[config.mk]
export PLATFORM = sky130hd
export DESIGN_NAME = xor_base64_message_codec_core
export DESIGN_NICKNAME = d
export VERILOG_FILES = /design/src/hdl/xbmc_pkg.sv /design/src/hdl/xor_base64_message_codec_core.sv /design/src/hdl/xbmc_front.sv /design/src/hdl/xbmc_queue.sv /design/src/hdl/xbmc_back.sv
export SDC_FILE = /design/constraint.sdc
export NUM_CORES = 1
export LEC_CHECK = 0
export ABC_AREA = 1
export BUFFER_PORTS_ARGS = -buffer_cell sky130_fd_sc_hd__buf_2
export CAP_MARGIN = 25
export CELL_PAD_IN_SITES_DETAIL_PLACEMENT = 0
export CELL_PAD_IN_SITES_GLOBAL_PLACEMENT = 1
export CORE_MARGIN = 2
export CORE_UTILIZATION = 46
export CTS_BUF_LIST = sky130_fd_sc_hd__clkbuf_16
export CTS_CLUSTER_SIZE = 28
export DETAILED_ROUTE_END_ITERATION = 8
export PLACE_DENSITY_LB_ADDON = 0.1
export SYNTH_ARGS = -nofsm -noshare
export SYNTH_HDL_FRONTEND = slang
export SYNTH_HIERARCHICAL = 1
export SYNTH_SLANG_ARGS = --single-unit
[constraint.sdc]
create_clock -name clk_i -period 7.4 [get_ports clk_i]
set_clock_uncertainty 0.1 [all_clocks]
set_input_delay 0.74 -clock clk_i [delete_from_list [all_inputs] [get_ports clk_i]]
set_output_delay 0.74 -clock clk_i [all_outputs]
set_load 0.005 [all_outputs]
[src/hdl/xbmc_pkg.sv]
`timescale 1ns / 1ps

package xbmc_pkg;

  localparam int unsigned KEY_MAX_DEF = 16;
  localparam int unsigned KEY_LEN_W   = 5;
  localparam int unsigned CFG_IDX_W   = 2;
  localparam int unsigned CFG_DATA_W  = 64;
  localparam int unsigned MAX_RESULTS = 4;
  localparam int unsigned CNT_W       = $clog2(MAX_RESULTS + 1);
  localparam int unsigned IDX_W       = $clog2(MAX_RESULTS);
  localparam int unsigned QUEUE_DEPTH = 2;
  localparam int unsigned QPTR_W      = (QUEUE_DEPTH > 1) ? $clog2(QUEUE_DEPTH) : 1;
  localparam int unsigned QCNT_W      = $clog2(QUEUE_DEPTH + 1);

  localparam logic signed [4:0] BC_ENC_START = -5'sd6;
  localparam logic signed [4:0] BC_DEC_START = -5'sd8;
  localparam logic [7:0]        CHAR_PAD     = 8'h3D;

  typedef enum logic [CFG_IDX_W-1:0] {
    CFG_ENABLE   = 2'd0,
    CFG_KEY_LEN  = 2'd1,
    CFG_KEY_LOW  = 2'd2,
    CFG_KEY_HIGH = 2'd3
  } cfg_reg_e;

  // One queued job: the full run of results caused by one input word.
  typedef struct packed {
    logic [MAX_RESULTS-1:0][7:0] chars;
    logic [CNT_W-1:0]            cnt;
    logic                        has_data;
    logic                        msg_end;
  } job_t;

  typedef struct packed {
    logic full;
    logic empty;
  } q_status_t;

  function automatic logic [7:0] b64_char(input logic [5:0] v);
    logic [7:0] r;
    if (v < 6'd26) begin
      r = 8'(v) + 8'h41;
    end else if (v < 6'd52) begin
      r = 8'(v) + 8'h61 - 8'd26;
    end else if (v < 6'd62) begin
      r = 8'(v) + 8'h30 - 8'd52;
    end else if (v == 6'd62) begin
      r = 8'h2B;
    end else begin
      r = 8'h2F;
    end
    return r;
  endfunction

  // Returns {valid, value}.
  function automatic logic [6:0] b64_value(input logic [7:0] c);
    logic [6:0] r;
    if (c >= 8'h41 && c <= 8'h5A) begin
      r = {1'b1, 6'(c - 8'h41)};
    end else if (c >= 8'h61 && c <= 8'h7A) begin
      r = {1'b1, 6'(c - 8'h61 + 8'd26)};
    end else if (c >= 8'h30 && c <= 8'h39) begin
      r = {1'b1, 6'(c - 8'h30 + 8'd52)};
    end else if (c == 8'h2B) begin
      r = {1'b1, 6'd62};
    end else if (c == 8'h2F) begin
      r = {1'b1, 6'd63};
    end else begin
      r = '0;
    end
    return r;
  endfunction

endpackage

[src/hdl/xor_base64_message_codec_core.sv]
`timescale 1ns / 1ps
// Channel   Direction  Handshake                  Word
// config    in         cfg_valid_i / cfg_ready_o  cfg_index_i, cfg_data_i
// input     in         in_valid_i / in_stall_o    op_i, data_byte_i, message_last_i
// result    out        out_valid_o / out_stall_i  out_byte_o, has_data_o, run_last_o,
//                                                 message_end_o
//
// An input word is taken and turned into a job of one to four results,
// queued two deep; results leave at one per cycle from the output stage while out_stall_i is low.
// Sustained rate is set by the result port.
// Reset clears configuration and codec state at once; no clearing pass.
// in_stall_o rises only while the job queue is full.

module xor_base64_message_codec_core import xbmc_pkg::*; #(
  parameter int unsigned KEY_MAX_BYTES = KEY_MAX_DEF
) (
  input  logic                  clk_i,
  input  logic                  rst_ni,
  input  logic                  cfg_valid_i,
  output logic                  cfg_ready_o,
  input  logic [CFG_IDX_W-1:0]  cfg_index_i,
  input  logic [CFG_DATA_W-1:0] cfg_data_i,
  input  logic                  in_valid_i,
  output logic                  in_stall_o,
  input  logic                  op_i,
  input  logic [7:0]            data_byte_i,
  input  logic                  message_last_i,
  output logic                  out_valid_o,
  input  logic                  out_stall_i,
  output logic [7:0]            out_byte_o,
  output logic                  has_data_o,
  output logic                  run_last_o,
  output logic                  message_end_o
);

  logic      in_fire, push, pop;
  job_t      push_job, pop_job;
  q_status_t q_status;

  assign in_stall_o = q_status.full;
  assign in_fire    = in_valid_i && !q_status.full;

  xbmc_front #(
    .KEY_MAX_BYTES(KEY_MAX_BYTES)
  ) u_front (
    .clk_i         (clk_i),
    .rst_ni        (rst_ni),
    .cfg_valid_i   (cfg_valid_i),
    .cfg_index_i   (cfg_index_i),
    .cfg_data_i    (cfg_data_i),
    .cfg_ready_o   (cfg_ready_o),
    .in_fire_i     (in_fire),
    .op_i          (op_i),
    .data_byte_i   (data_byte_i),
    .message_last_i(message_last_i),
    .push_o        (push),
    .job_o         (push_job)
  );

  xbmc_queue u_queue (
    .clk_i     (clk_i),
    .rst_ni    (rst_ni),
    .push_i    (push),
    .push_job_i(push_job),
    .pop_i     (pop),
    .pop_job_o (pop_job),
    .status_o  (q_status)
  );

  xbmc_back u_back (
    .clk_i        (clk_i),
    .rst_ni       (rst_ni),
    .q_status_i   (q_status),
    .q_job_i      (pop_job),
    .pop_o        (pop),
    .out_valid_o  (out_valid_o),
    .out_stall_i  (out_stall_i),
    .out_byte_o   (out_byte_o),
    .has_data_o   (has_data_o),
    .run_last_o   (run_last_o),
    .message_end_o(message_end_o)
  );

endmodule

[src/hdl/xbmc_front.sv]
`timescale 1ns / 1ps

module xbmc_front import xbmc_pkg::*; #(
  parameter int unsigned KEY_MAX_BYTES = KEY_MAX_DEF
) (
  input  logic                  clk_i,
  input  logic                  rst_ni,
  input  logic                  cfg_valid_i,
  input  logic [CFG_IDX_W-1:0]  cfg_index_i,
  input  logic [CFG_DATA_W-1:0] cfg_data_i,
  output logic                  cfg_ready_o,
  input  logic                  in_fire_i,
  input  logic                  op_i,
  input  logic [7:0]            data_byte_i,
  input  logic                  message_last_i,
  output logic                  push_o,
  output job_t                  job_o
);

  localparam int unsigned KP_W = (KEY_MAX_BYTES > 1) ? $clog2(KEY_MAX_BYTES) : 1;
  localparam logic [KEY_LEN_W-1:0] KEY_MAX_LEN = KEY_LEN_W'(KEY_MAX_BYTES);

  logic                              enable_q, enable_d;
  logic [KEY_LEN_W-1:0]              key_len_q, key_len_d;
  logic [KEY_MAX_BYTES-1:0][7:0]     key_q, key_d;
  logic [KP_W-1:0]                   kp_q, kp_d;
  logic [15:0]                       acc_q, acc_d;
  logic signed [4:0]                 bc_q, bc_d;
  logic [1:0]                        cm_q, cm_d;
  logic                              stop_q, stop_d;
  logic                              in_msg_q, in_msg_d;
  logic                              dir_q, dir_d;

  assign cfg_ready_o = 1'b1;

  always_comb begin
    enable_d  = enable_q;
    key_len_d = key_len_q;
    key_d     = key_q;
    if (cfg_valid_i) begin
      unique case (cfg_reg_e'(cfg_index_i))
        CFG_ENABLE:  enable_d  = cfg_data_i[0];
        CFG_KEY_LEN: key_len_d = cfg_data_i[KEY_LEN_W-1:0];
        CFG_KEY_LOW: begin
          for (int i = 0; i < int'(KEY_MAX_BYTES); i++) begin
            if (i < 8) key_d[i] = cfg_data_i[8*(i%8) +: 8];
          end
        end
        CFG_KEY_HIGH: begin
          for (int i = 0; i < int'(KEY_MAX_BYTES); i++) begin
            if (i >= 8) key_d[i] = cfg_data_i[8*(i%8) +: 8];
          end
        end
      endcase
    end
  end

  always_comb begin
    logic                 start, dir, stop0, key_need, dec_emit, tail;
    logic [KP_W-1:0]      kp0, kp_use, kp_adv;
    logic [15:0]          acc0, acc_e, acc_dv, sh0, sh1, shd;
    logic signed [5:0]    bc0, bc1, bc2, bc3, bc_fin, bc_t, bc_d1, bc_d2;
    logic [1:0]           cm0, n_main, pad;
    logic [KEY_LEN_W-1:0] len, kp_next;
    logic [7:0]           kin, kout, c0, c1, ct, dbyte;
    logic [6:0]           dv;
    logic [2:0]           total;
    logic [23:0]          wide;

    kp_d     = kp_q;
    acc_d    = acc_q;
    bc_d     = bc_q;
    cm_d     = cm_q;
    stop_d   = stop_q;
    in_msg_d = in_msg_q;
    dir_d    = dir_q;
    push_o   = 1'b0;
    job_o    = '0;

    // A new message latches direction and restarts the codec state.
    start = !in_msg_q;
    dir   = start ? op_i : dir_q;
    kp0   = start ? '0 : kp_q;
    acc0  = start ? '0 : acc_q;
    bc0   = start ? (op_i ? {BC_DEC_START[4], BC_DEC_START}
                          : {BC_ENC_START[4], BC_ENC_START})
                  : {bc_q[4], bc_q};
    cm0   = start ? '0 : cm_q;
    stop0 = start ? 1'b0 : stop_q;

    // Decode path: six bits in, one byte out once eight are gathered.
    dv       = b64_value(data_byte_i);
    acc_dv   = {acc0[9:0], dv[5:0]};
    bc_d1    = bc0 + 6'sd6;
    bc_d2    = bc_d1 - 6'sd8;
    shd      = acc_dv >> bc_d1[3:0];
    dbyte    = shd[7:0];
    dec_emit = !stop0 && (data_byte_i != CHAR_PAD) && dv[6] && (bc_d1 >= 6'sd0);

    // Repeating key; a position past the current length wraps before use.
    len      = (key_len_q > KEY_MAX_LEN) ? KEY_MAX_LEN : key_len_q;
    kp_use   = (KEY_LEN_W'(kp0) >= len) ? '0 : kp0;
    kp_next  = KEY_LEN_W'(kp_use) + KEY_LEN_W'(1);
    kp_adv   = (kp_next >= len) ? '0 : KP_W'(kp_next);
    key_need = dir ? dec_emit : 1'b1;
    kin      = dir ? dbyte : data_byte_i;
    kout     = (len == '0) ? kin : (kin ^ key_q[kp_use]);

    // Encode path: eight bits in, one or two characters out, plus tail and padding at message end.
    acc_e = {acc0[7:0], kout};
    bc1   = bc0 + 6'sd8;
    bc2   = bc1 - 6'sd6;
    bc3   = bc2 - 6'sd6;
    sh0   = acc_e >> bc1[3:0];
    sh1   = acc_e >> bc2[3:0];
    c0    = b64_char(sh0[5:0]);
    c1    = b64_char(sh1[5:0]);
    if (bc1 < 6'sd0) begin
      n_main = 2'd0;
      bc_fin = bc1;
    end else if (bc2 < 6'sd0) begin
      n_main = 2'd1;
      bc_fin = bc2;
    end else begin
      n_main = 2'd2;
      bc_fin = bc3;
    end
    tail  = message_last_i && (bc_fin > -6'sd6);
    bc_t  = bc_fin + 6'sd8;
    wide  = {acc_e, 8'h00} >> bc_t[3:0];
    ct    = b64_char(wide[5:0]);
    pad   = message_last_i ? (2'd0 - cm0 - n_main - {1'b0, tail}) : 2'd0;
    total = 3'(n_main) + 3'(tail) + 3'(pad);
    if (total > 3'(MAX_RESULTS)) total = 3'(MAX_RESULTS);

    if (in_fire_i) begin
      if (!enable_q) begin
        job_o.chars[0] = data_byte_i;
        job_o.cnt      = CNT_W'(1);
        job_o.has_data = 1'b1;
        job_o.msg_end  = message_last_i;
        push_o         = 1'b1;
        if (message_last_i) in_msg_d = 1'b0;
      end else begin
        in_msg_d = 1'b1;
        dir_d    = dir;
        kp_d     = kp0;
        acc_d    = acc0;
        bc_d     = bc0[4:0];
        cm_d     = cm0;
        stop_d   = stop0;
        if (key_need && len != '0) kp_d = kp_adv;
        if (!dir) begin
          acc_d = acc_e;
          bc_d  = bc_fin[4:0];
          cm_d  = cm0 + n_main;
          for (int i = 0; i < int'(MAX_RESULTS); i++) begin
            if (i < int'(n_main)) begin
              job_o.chars[i] = (i == 0) ? c0 : c1;
            end else if (i == int'(n_main) && tail) begin
              job_o.chars[i] = ct;
            end else begin
              job_o.chars[i] = CHAR_PAD;
            end
          end
          job_o.cnt      = total;
          job_o.has_data = 1'b1;
          push_o         = (total != '0);
        end else if (!stop0) begin
          if (data_byte_i == CHAR_PAD) begin
            stop_d = 1'b1;
          end else if (dv[6]) begin
            acc_d = acc_dv;
            bc_d  = dec_emit ? bc_d2[4:0] : bc_d1[4:0];
            if (dec_emit) begin
              job_o.chars[0] = kout;
              job_o.cnt      = CNT_W'(1);
              job_o.has_data = 1'b1;
              push_o         = 1'b1;
            end
          end
        end
        if (message_last_i) begin
          // Nothing produced: send a bare end marker.
          if (!push_o) begin
            job_o          = '0;
            job_o.cnt      = CNT_W'(1);
            push_o         = 1'b1;
          end
          job_o.msg_end = 1'b1;
          in_msg_d      = 1'b0;
          kp_d          = '0;
          acc_d         = '0;
          cm_d          = '0;
          stop_d        = 1'b0;
        end
      end
    end
  end

  always_ff @(posedge clk_i or negedge rst_ni) begin
    if (!rst_ni) begin
      enable_q  <= 1'b0;
      key_len_q <= '0;
      key_q     <= '0;
      kp_q      <= '0;
      acc_q     <= '0;
      bc_q      <= BC_ENC_START;
      cm_q      <= '0;
      stop_q    <= 1'b0;
      in_msg_q  <= 1'b0;
      dir_q     <= 1'b0;
    end else begin
      enable_q  <= enable_d;
      key_len_q <= key_len_d;
      key_q     <= key_d;
      kp_q      <= kp_d;
      acc_q     <= acc_d;
      bc_q      <= bc_d;
      cm_q      <= cm_d;
      stop_q    <= stop_d;
      in_msg_q  <= in_msg_d;
      dir_q     <= dir_d;
    end
  end

endmodule

[src/hdl/xbmc_queue.sv]
`timescale 1ns / 1ps

module xbmc_queue import xbmc_pkg::*; (
  input  logic      clk_i,
  input  logic      rst_ni,
  input  logic      push_i,
  input  job_t      push_job_i,
  input  logic      pop_i,
  output job_t      pop_job_o,
  output q_status_t status_o
);

  job_t                mem_q [QUEUE_DEPTH];
  logic [QPTR_W-1:0]   wr_ptr_q, wr_ptr_d;
  logic [QPTR_W-1:0]   rd_ptr_q, rd_ptr_d;
  logic [QCNT_W-1:0]   count_q, count_d;

  assign status_o.full  = (count_q == QCNT_W'(QUEUE_DEPTH));
  assign status_o.empty = (count_q == '0);
  assign pop_job_o      = mem_q[rd_ptr_q];

  always_comb begin
    wr_ptr_d = wr_ptr_q;
    rd_ptr_d = rd_ptr_q;
    count_d  = count_q;
    if (push_i) begin
      wr_ptr_d = (wr_ptr_q == QPTR_W'(QUEUE_DEPTH - 1)) ? '0 : wr_ptr_q + QPTR_W'(1);
    end
    if (pop_i) begin
      rd_ptr_d = (rd_ptr_q == QPTR_W'(QUEUE_DEPTH - 1)) ? '0 : rd_ptr_q + QPTR_W'(1);
    end
    if (push_i && !pop_i) begin
      count_d = count_q + QCNT_W'(1);
    end else if (pop_i && !push_i) begin
      count_d = count_q - QCNT_W'(1);
    end
  end

  always_ff @(posedge clk_i or negedge rst_ni) begin
    if (!rst_ni) begin
      wr_ptr_q <= '0;
      rd_ptr_q <= '0;
      count_q  <= '0;
    end else begin
      wr_ptr_q <= wr_ptr_d;
      rd_ptr_q <= rd_ptr_d;
      count_q  <= count_d;
    end
  end

  always_ff @(posedge clk_i) begin
    if (push_i) mem_q[wr_ptr_q] <= push_job_i;
  end

endmodule

[src/hdl/xbmc_back.sv]
`timescale 1ns / 1ps

module xbmc_back import xbmc_pkg::*; (
  input  logic      clk_i,
  input  logic      rst_ni,
  input  q_status_t q_status_i,
  input  job_t      q_job_i,
  output logic      pop_o,
  output logic      out_valid_o,
  input  logic      out_stall_i,
  output logic [7:0] out_byte_o,
  output logic      has_data_o,
  output logic      run_last_o,
  output logic      message_end_o
);

  logic             busy_q, busy_d;
  job_t             job_q, job_d;
  logic [IDX_W-1:0] idx_q, idx_d;
  logic             take, at_end, free;

  assign take   = busy_q && !out_stall_i;
  assign at_end = (CNT_W'(idx_q) == job_q.cnt - CNT_W'(1));
  assign free   = !busy_q || (take && at_end);
  assign pop_o  = free && !q_status_i.empty;

  assign out_valid_o   = busy_q;
  assign out_byte_o    = job_q.chars[idx_q];
  assign has_data_o    = job_q.has_data;
  assign run_last_o    = at_end;
  assign message_end_o = at_end && job_q.msg_end;

  always_comb begin
    busy_d = busy_q;
    job_d  = job_q;
    idx_d  = idx_q;
    if (free) begin
      // load the next job, or go idle
      busy_d = !q_status_i.empty;
      job_d  = q_job_i;
      idx_d  = '0;
    end else if (take) begin
      idx_d = idx_q + IDX_W'(1);
    end
  end

  always_ff @(posedge clk_i or negedge rst_ni) begin
    if (!rst_ni) begin
      busy_q <= 1'b0;
      idx_q  <= '0;
    end else begin
      busy_q <= busy_d;
      idx_q  <= idx_d;
    end
  end

  always_ff @(posedge clk_i) begin
    job_q <= job_d;
  end

endmodule

==> summary.md, run 1 <==
| Metric | Value |
|---|---|
| Run status | `finished clean` |
| Clock sink count | `276` |
| DR vias/cell | `5.41` |
| Fin crit period | `6.52 ns` |
| P&R area growth vs syn | `10.6%` |
| RSZ-0062 raised after global routing | `false` |
| Post-cts resize count | `0` |
| CP bufs+invs | `8` |
| Cts hold-fix bufs | `0` |
| CP top delay family | `simple AND/OR/NAND/NOR gates` |
| Yosys top cell area share | `0.234` |
| Post-CTS setup buffer count | `0` |
| P_leak | `9.31 nW` |
| Overall power | `between 9 and 10 mW` |
| Final Hold Viols | `0` |
| Total detailed-routing wirelength | `52.6 mm` |
| Post-DP Area | `roughly 0.018 mm2` |
| Synth Area in Adders | `0.0355` |
| Largest stage delay on the critical path | `0.73 ns` |
| Worst Setup SP | `u_front/in_msg_q` |
| Finished Cell Area | `0.0192 mm2` |
| Layout cell share with drive strength beyond 1 | `0.129` |
| Post-Synth XOR/XNOR Area | `0.0171` |
| CP max FO | `13` |
| Maximum vdd drop | `0.000217 V` |
| Mean Syn Cell Area | `roughly 7.7 um2` |
| Remaining antenna violation count | `0` |
| DRC | `0` |
| Final setup vio count | `0` |
| Syn. warnings | `6` |
| Arrival time worst endpoint | `6.82 ns` |
| Die extent in x | `198 um` |
| Number of synthesized flops with an enable pin | `111` |
| R2R depth | `30` |
| Port bufs | `93` |
| Hold WS | `0.112 ns` |
| WL/cell | `18.5 um` |
| Die H | `198 um` |
| Die area | `0.0392 mm2` |
| Detailed Routing Iterations Pass 1 | `6` |
| Least-Margin Pin Slew | `0.981 ns` |
| Max-slew violations | `0` |
| CTS tree | `done` |
| HP Class | `in2async` |
| Largest area contributor in the netlist | `dfrtp_1` |
| Initial antenna violation count | `0` |
| PwrDens | `approximately 480 mW/mm2` |
| First-pass GRT wire length | `82.9 mm` |
| Final setup TNS | `0 ns` |
| Vias in the first global route | `about 15000` |
| Reg2reg setup slack | `0.88 ns` |
| Max Clk Rate | `between 150 and 200 MHz` |
| CP endpoint kind | `register` |
| Main synth FF type | `dfrtp_1` |
| Syn Nets | `2380` |
| Post-synthesis simple-gate area fraction | `0.266` |
| Root Driver | `clkbuf_16` |
| Worst flop-to-flop path startpoint | `u_front/in_msg_q` |
| Largest net degree at the start of global routing | `between 100 and 150` |
| Critical path depth | `30` |
| Clk_lat worst skew | `0.59 ns` |
| # rows | `71` |
| Clock buffer depth | `3` |
| Sequential-to-total area share from yosys stat | `0.431` |
| Mux contribution to synthesized area | `0.0290` |
| Initial Util | `0.463` |
| # IOs | `95` |
| CP required | `between 7 and 8 ns` |
| Synth Area in Compound Gates | `0.134` |
| GP Congestion | `0.918` |
| Hpwl dp | `just under 40 mm` |
| Via count | `15400` |
| Top cell by count, worst path | `nor2_1` |
| Total track usage | `0.272` |
| Post-synthesis cell type count | `58` |
| Layout Cells excl Fill | `approximately 2800` |
| CTS buffer count | `30` |
| Final Cycle Share | `0.881` |
| Worst Setup Start Kind | `register` |
| MaxCap Viol Count | `0` |
| Syn Inst Count | `2251` |
| Post-layout net count | `2443` |
| Relative slew margins | `0.346` |
| Area of the core | `0.0374 mm2` |
| Yosys reg bits | `about 280` |
| Largest family of logic cells by synthesized area | `simple AND/OR/NAND/NOR gates` |
| Clock H-tree levels | `1` |
| Synth top area cells | `dfrtp_1, edfxtp_1, nand2_1` |
| Cell area after synthesis | `roughly 0.017 mm2` |
| Initial drt markers | `1172` |
| Clk pin slew, worst setup/hold paths | `roughly 0.060 ns` |
| Critical path type | `reg2reg` |
| Placed cell count | `2791` |
| Overflow after GRT | `0` |
| Slowest cell on crit path | `dfrtp_1` |
| Async S/R FF share, synth | `0.598` |
[cell usage after synthesis (4+ instances only)]
| library cell | n |
|---|---|
| a21oi_1 | 78 |
| a31oi_1 | 8 |
| buf_1 | 5 |
| buf_2 | 22 |
| buf_4 | 12 |
| buf_6 | 10 |
| clkbuf_1 | 42 |
| dfrtp_1 | 162 |
| edfxtp_1 | 111 |
| ha_1 | 46 |
| inv_1 | 246 |
| inv_2 | 26 |
| mux2_2 | 17 |
| mux2_4 | 20 |
| nand2_1 | 621 |
| nand2_2 | 25 |
| nand3_1 | 205 |
| nand3_2 | 5 |
| nand3b_1 | 4 |
| nand4_1 | 16 |
| nor2_1 | 149 |
| nor2_2 | 9 |
| nor2_4 | 6 |
| nor3_1 | 12 |
| o211ai_1 | 21 |
| o21a_1 | 6 |
| o21ai_0 | 246 |
| o21ai_1 | 23 |
| o22ai_1 | 14 |
| o31ai_1 | 7 |
| xnor2_1 | 7 |
| xor2_1 | 25 |
[worst paths after layout]
kind,end
setup / recovery,u_queue/mem_q[1][36]
hold / removal,u_front/key_q[52]
setup reg to reg,u_queue/mem_q[1][36]
hold reg to reg,u_front/key_q[48]
max in group asynchronous,u_front/bc_q[1]
min in group clk_i,u_front/key_q[113]
[cells in the final DEF, fill, tap and decap left out, types with 5 or more instances in the layout]
master,synthesis,layout
a21oi_1,78,78
a31oi_1,8,8
buf_2,22,92
buf_4,12,26
clkbuf_16,0,30
clkinv_1,2,5
clkinv_2,0,8
dfrtp_1,162,161
edfxtp_1,111,111
ha_1,46,46
inv_1,246,248
inv_2,26,26
mux2_2,17,17
mux2_4,20,20
nand2_1,621,621
nand2_2,25,25
nand3_1,205,203
nand3_2,5,5
nand4_1,16,16
nor2_1,149,148
nor2_2,9,9
nor2_4,6,7
nor3_1,12,12
o211ai_1,21,21
o21a_1,6,6
o21ai_0,246,246
o21ai_1,23,23
o22ai_1,14,14
o31ai_1,7,7
xnor2_1,7,7
xor2_1,25,25
[cells by family (layout without fill, tap and decap cells)]
family | after synthesis | after routing
flops | 276 | 276
fa+ha+maj | 48 | 48
buf+inv | 365 | 447
other cells | 1 | 2
xor+xnor | 33 | 33
mux | 38 | 38
compound gates | 423 | 423
simple gates | 1067 | 1067
[state kept, by name (all words and copies together), names as in the netlist, 2 cells and up]
register           flops
u_front/key_q        128
u_front/bc_q           5
u_front/kp_q           4
u_queue/count_q        2
u_queue/mem_q         74
u_back/job_q          36
u_front/cm_q           2
u_front/acc_q         10
u_front/key_len_q      5
u_back/idx_q           2
[routing by layer]
layer,part of all wire,GRT usage,vias up
li1,-,-,7529
met1,0.47,0.388,7360
met2,0.46,0.443,439
met3,0.055,0.0324,61
met4,0.019,0.0624,0
met5,0,0,-
[layout make-up]
cell class	count	area, um2
tap	511	639
inverter	274	1030
timing repair buffer	122	734
antenna	1	2.50
sequential	276	7470
clock inverter	21	165
multi-input combinational	1610	8370
clock buffer	30	751
fill	3726	18200
[where the power goes]
group | internal [mW] | switching (mW)
logic | 1.74 | 3.87
registers | 2.03 | 0.195
clock network | 0.774 | 0.620
[metrics by stage]
stage                util  worst slack [ns]
floorplan               -             0.310
global placement    0.487             0.989
detailed placement  0.487             0.936
CTS                 0.511             0.937
global route        0.512             0.251
finish              0.512             0.883
No activity file was read; power rests on OpenSTA's default activity.
==> run 2, diff against run 1 <==
--- a/config.mk
+++ b/config.mk
@@ -10,8 +10,7 @@
 export CAP_MARGIN = 25
 export CELL_PAD_IN_SITES_DETAIL_PLACEMENT = 0
 export CELL_PAD_IN_SITES_GLOBAL_PLACEMENT = 1
-export CORE_MARGIN = 2
-export CORE_UTILIZATION = 46
+export CORE_UTILIZATION = 43
 export CTS_BUF_LIST = sky130_fd_sc_hd__clkbuf_16
 export CTS_CLUSTER_SIZE = 28
 export DETAILED_ROUTE_END_ITERATION = 8
==> run 2 against run 1 <==
Effect of this change:
- sequential share of layout area decreased by 0.30 points
- design area increased by 0.76%
- clock power increased by 10%
==> summary.md, run 2 (synthesized netlist as in run 1, its figures left out) <==
| Metric | Value |
|---|---|
| Run status | `finished clean` |
| Die H | `about 200 um` |
| Top cell by count, worst path | `inv_1` |
| Remaining antenna violation count | `0` |
| Most frequent cells in the layout | `nand2_1, inv_1, o21ai_0, nand3_1, dfrtp_1` |
| Clock sink count | `276` |
| Worst Setup Start Kind | `register` |
| Initial Util | `0.436` |
| Port bufs | `between 90 and 100` |
| WL/cell | `18.7 um` |
| Final Cycle Share | `0.882` |
| # rows | `73` |
| Core Util, Final | `0.486` |
| Relative slew margins | `0.370` |
| Vias in the first global route | `14700` |
| Met1 WL | `~24 mm` |
| Cts hold-fix bufs | `0` |
| Final setup margin | `0.875 ns` |
| Fin crit period | `6.53 ns` |
| Net Sw Power | `4.72 mW` |
| # IOs | `95` |
| Biggest registers after layout | `u_front/key_q: 128 flops, u_queue/mem_q: 74 flops, u_back/job_q: 36 flops` |
| Largest stage delay on the critical path | `between 0.6 and 0.7 ns` |
| Final setup TNS | `0 ns` |
| CP required | `7.68 ns` |
| Area of the core | `0.0397 mm2` |
| Setup WS pre-CTS | `0.940 ns` |
| HP Class | `in2async` |
| Biggest register | `u_front/key_q` |
| Detailed Routing Iterations Pass 1 | `6` |
| Met2 WL | `about 25 mm` |
| Root Driver | `clkbuf_16` |
| Slowest cell on crit path | `dfrtp_1` |
| Internal Power | `4.67 mW` |
| Hold WS | `0.149 ns` |
| Hpwl dp | `roughly 40 mm` |
| Max-slew violations | `0` |
| Initial drt markers | `approximately 1200` |
| Metal3 WL | `2.80 mm` |
| Clk pin slew, worst setup/hold paths | `0.06 ns` |
| CP endpoint kind | `register` |
| Total detailed-routing wirelength | `53.7 mm` |
| Die area | `0.0411 mm2` |
| MaxCap Viol Count | `0` |
| Overflow after GRT | `0` |
| Least-Margin Pin Slew | `0.944 ns` |
| Via count | `15200` |
| P&R area growth vs syn | `11.4%` |
| Maximum vdd drop | `0.000317 V` |
| Clk_lat worst skew | `0.57 ns` |
| Die extent in x | `~200 um` |
| Critical path type | `reg2reg` |
| RSZ-0062 raised after global routing | `false` |
| Max reg flops | `128` |
| Clock H-tree levels | `1` |
| Top routing layer in use | `met4` |
| Sw frac | `0.503` |
| Commonest non-fill, non-tap cell in the layout | `nand2_1` |
| P_leak | `9.38 nW` |
| DRC | `0` |
| Clock buffer depth | `3` |
| Post-cts resize count | `0` |
| First-pass GRT wire length | `84.0 mm` |
| Diode count | `0` |
| Final Hold Viols | `0` |
| Seq pwr share | `0.237` |
| Initial antenna violation count | `1` |
| CTS tree | `done` |
| Final setup vio count | `0` |
| CTS buffer count | `31` |
| Comb power frac | `0.600` |
| Total track usage | `0.263` |
| DR vias/cell | `5.31` |
| Post-layout net count | `2448` |
| Fill count | `about 4000` |
| Layout cell share with drive strength beyond 1 | `0.130` |
| CP max FO | `10` |
| Max Clk Rate | `153 MHz` |
| Post-CTS setup buffer count | `0` |
| Largest net degree at the start of global routing | `120` |
| Clock Power Share | `0.163` |
| PwrDens | `486 mW/mm2` |
| Arrival time worst endpoint | `roughly 7 ns` |
| GP Congestion | `0.920` |
[run 2: cell type report]
class | instances | area (um2) | area share
timing repair buffer | 126 | 772 | 0.0400
tap | 525 | 657 | 0.0340
clock inverter | 26 | 234 | 0.0121
inverter | 274 | 1030 | 0.0533
multi-input combinational | 1610 | 8370 | 0.434
clock buffer | 31 | 776 | 0.0402
sequential | 276 | 7470 | 0.387
[run 2: final timing paths]
check / start / end / slack [ns] / cells past startpoint
max in group asynchronous: rst_ni / u_front/key_q[28] / 5.76 / 3
hold / removal: rst_ni / u_front/bc_q[2] / 0.15 / 1
setup / recovery: u_front/in_msg_q / u_queue/mem_q[1][36] / 0.87 / 32
min in group clk_i: out_stall_i / u_back/idx_q[0] / 0.34 / 3
hold reg to reg: u_front/key_q[33] / u_front/key_q[33] / 0.38 / 2
setup reg to reg: u_front/in_msg_q / u_queue/mem_q[1][36] / 0.87 / 32
[run 2: power groups by stage]
stage	Sequential [mW]	Clock (mW)	Combinational (mW)
floorplan	2.17	0	4.02
global placement	2.28	0	5.54
detailed placement	2.29	0	5.54
CTS	2.27	1.57	5.57
global route	2.26	1.62	6.30
finish	2.22	1.53	5.63
[run 2: metal layers]
layer / vias to the layer above / track usage
li1: 7553 / -
met1: 7170 / 0.360
met2: 423 / 0.432
met3: 72 / 0.0401
met4: 0 / 0.0720
met5: - / 0
[run 2: per-stage QoR]
stage | power (mW) | area (um2) | cells
global placement | 7.82 | 18200 | 2808
floorplan | 6.19 | 17300 | 2251
finish | 9.39 | 19300 | 2868
detailed placement | 7.83 | 18200 | 2808
global route | 10.2 | 19300 | 2868
CTS | 9.40 | 19200 | 2865
[run 2: critical path: cells and delay by family (launching register included)]
| family | cells | cell delay [ns] |
|---|---|---|
| buffers and inverters | 11 | 1.34 |
| flip-flops | 1 | 0.61 |
| AO/OA/AOI/OAI | 4 | 0.77 |
| adder cells (fa/ha/maj) | 5 | 1.53 |
| AND/OR/NAND/NOR | 12 | 1.99 |
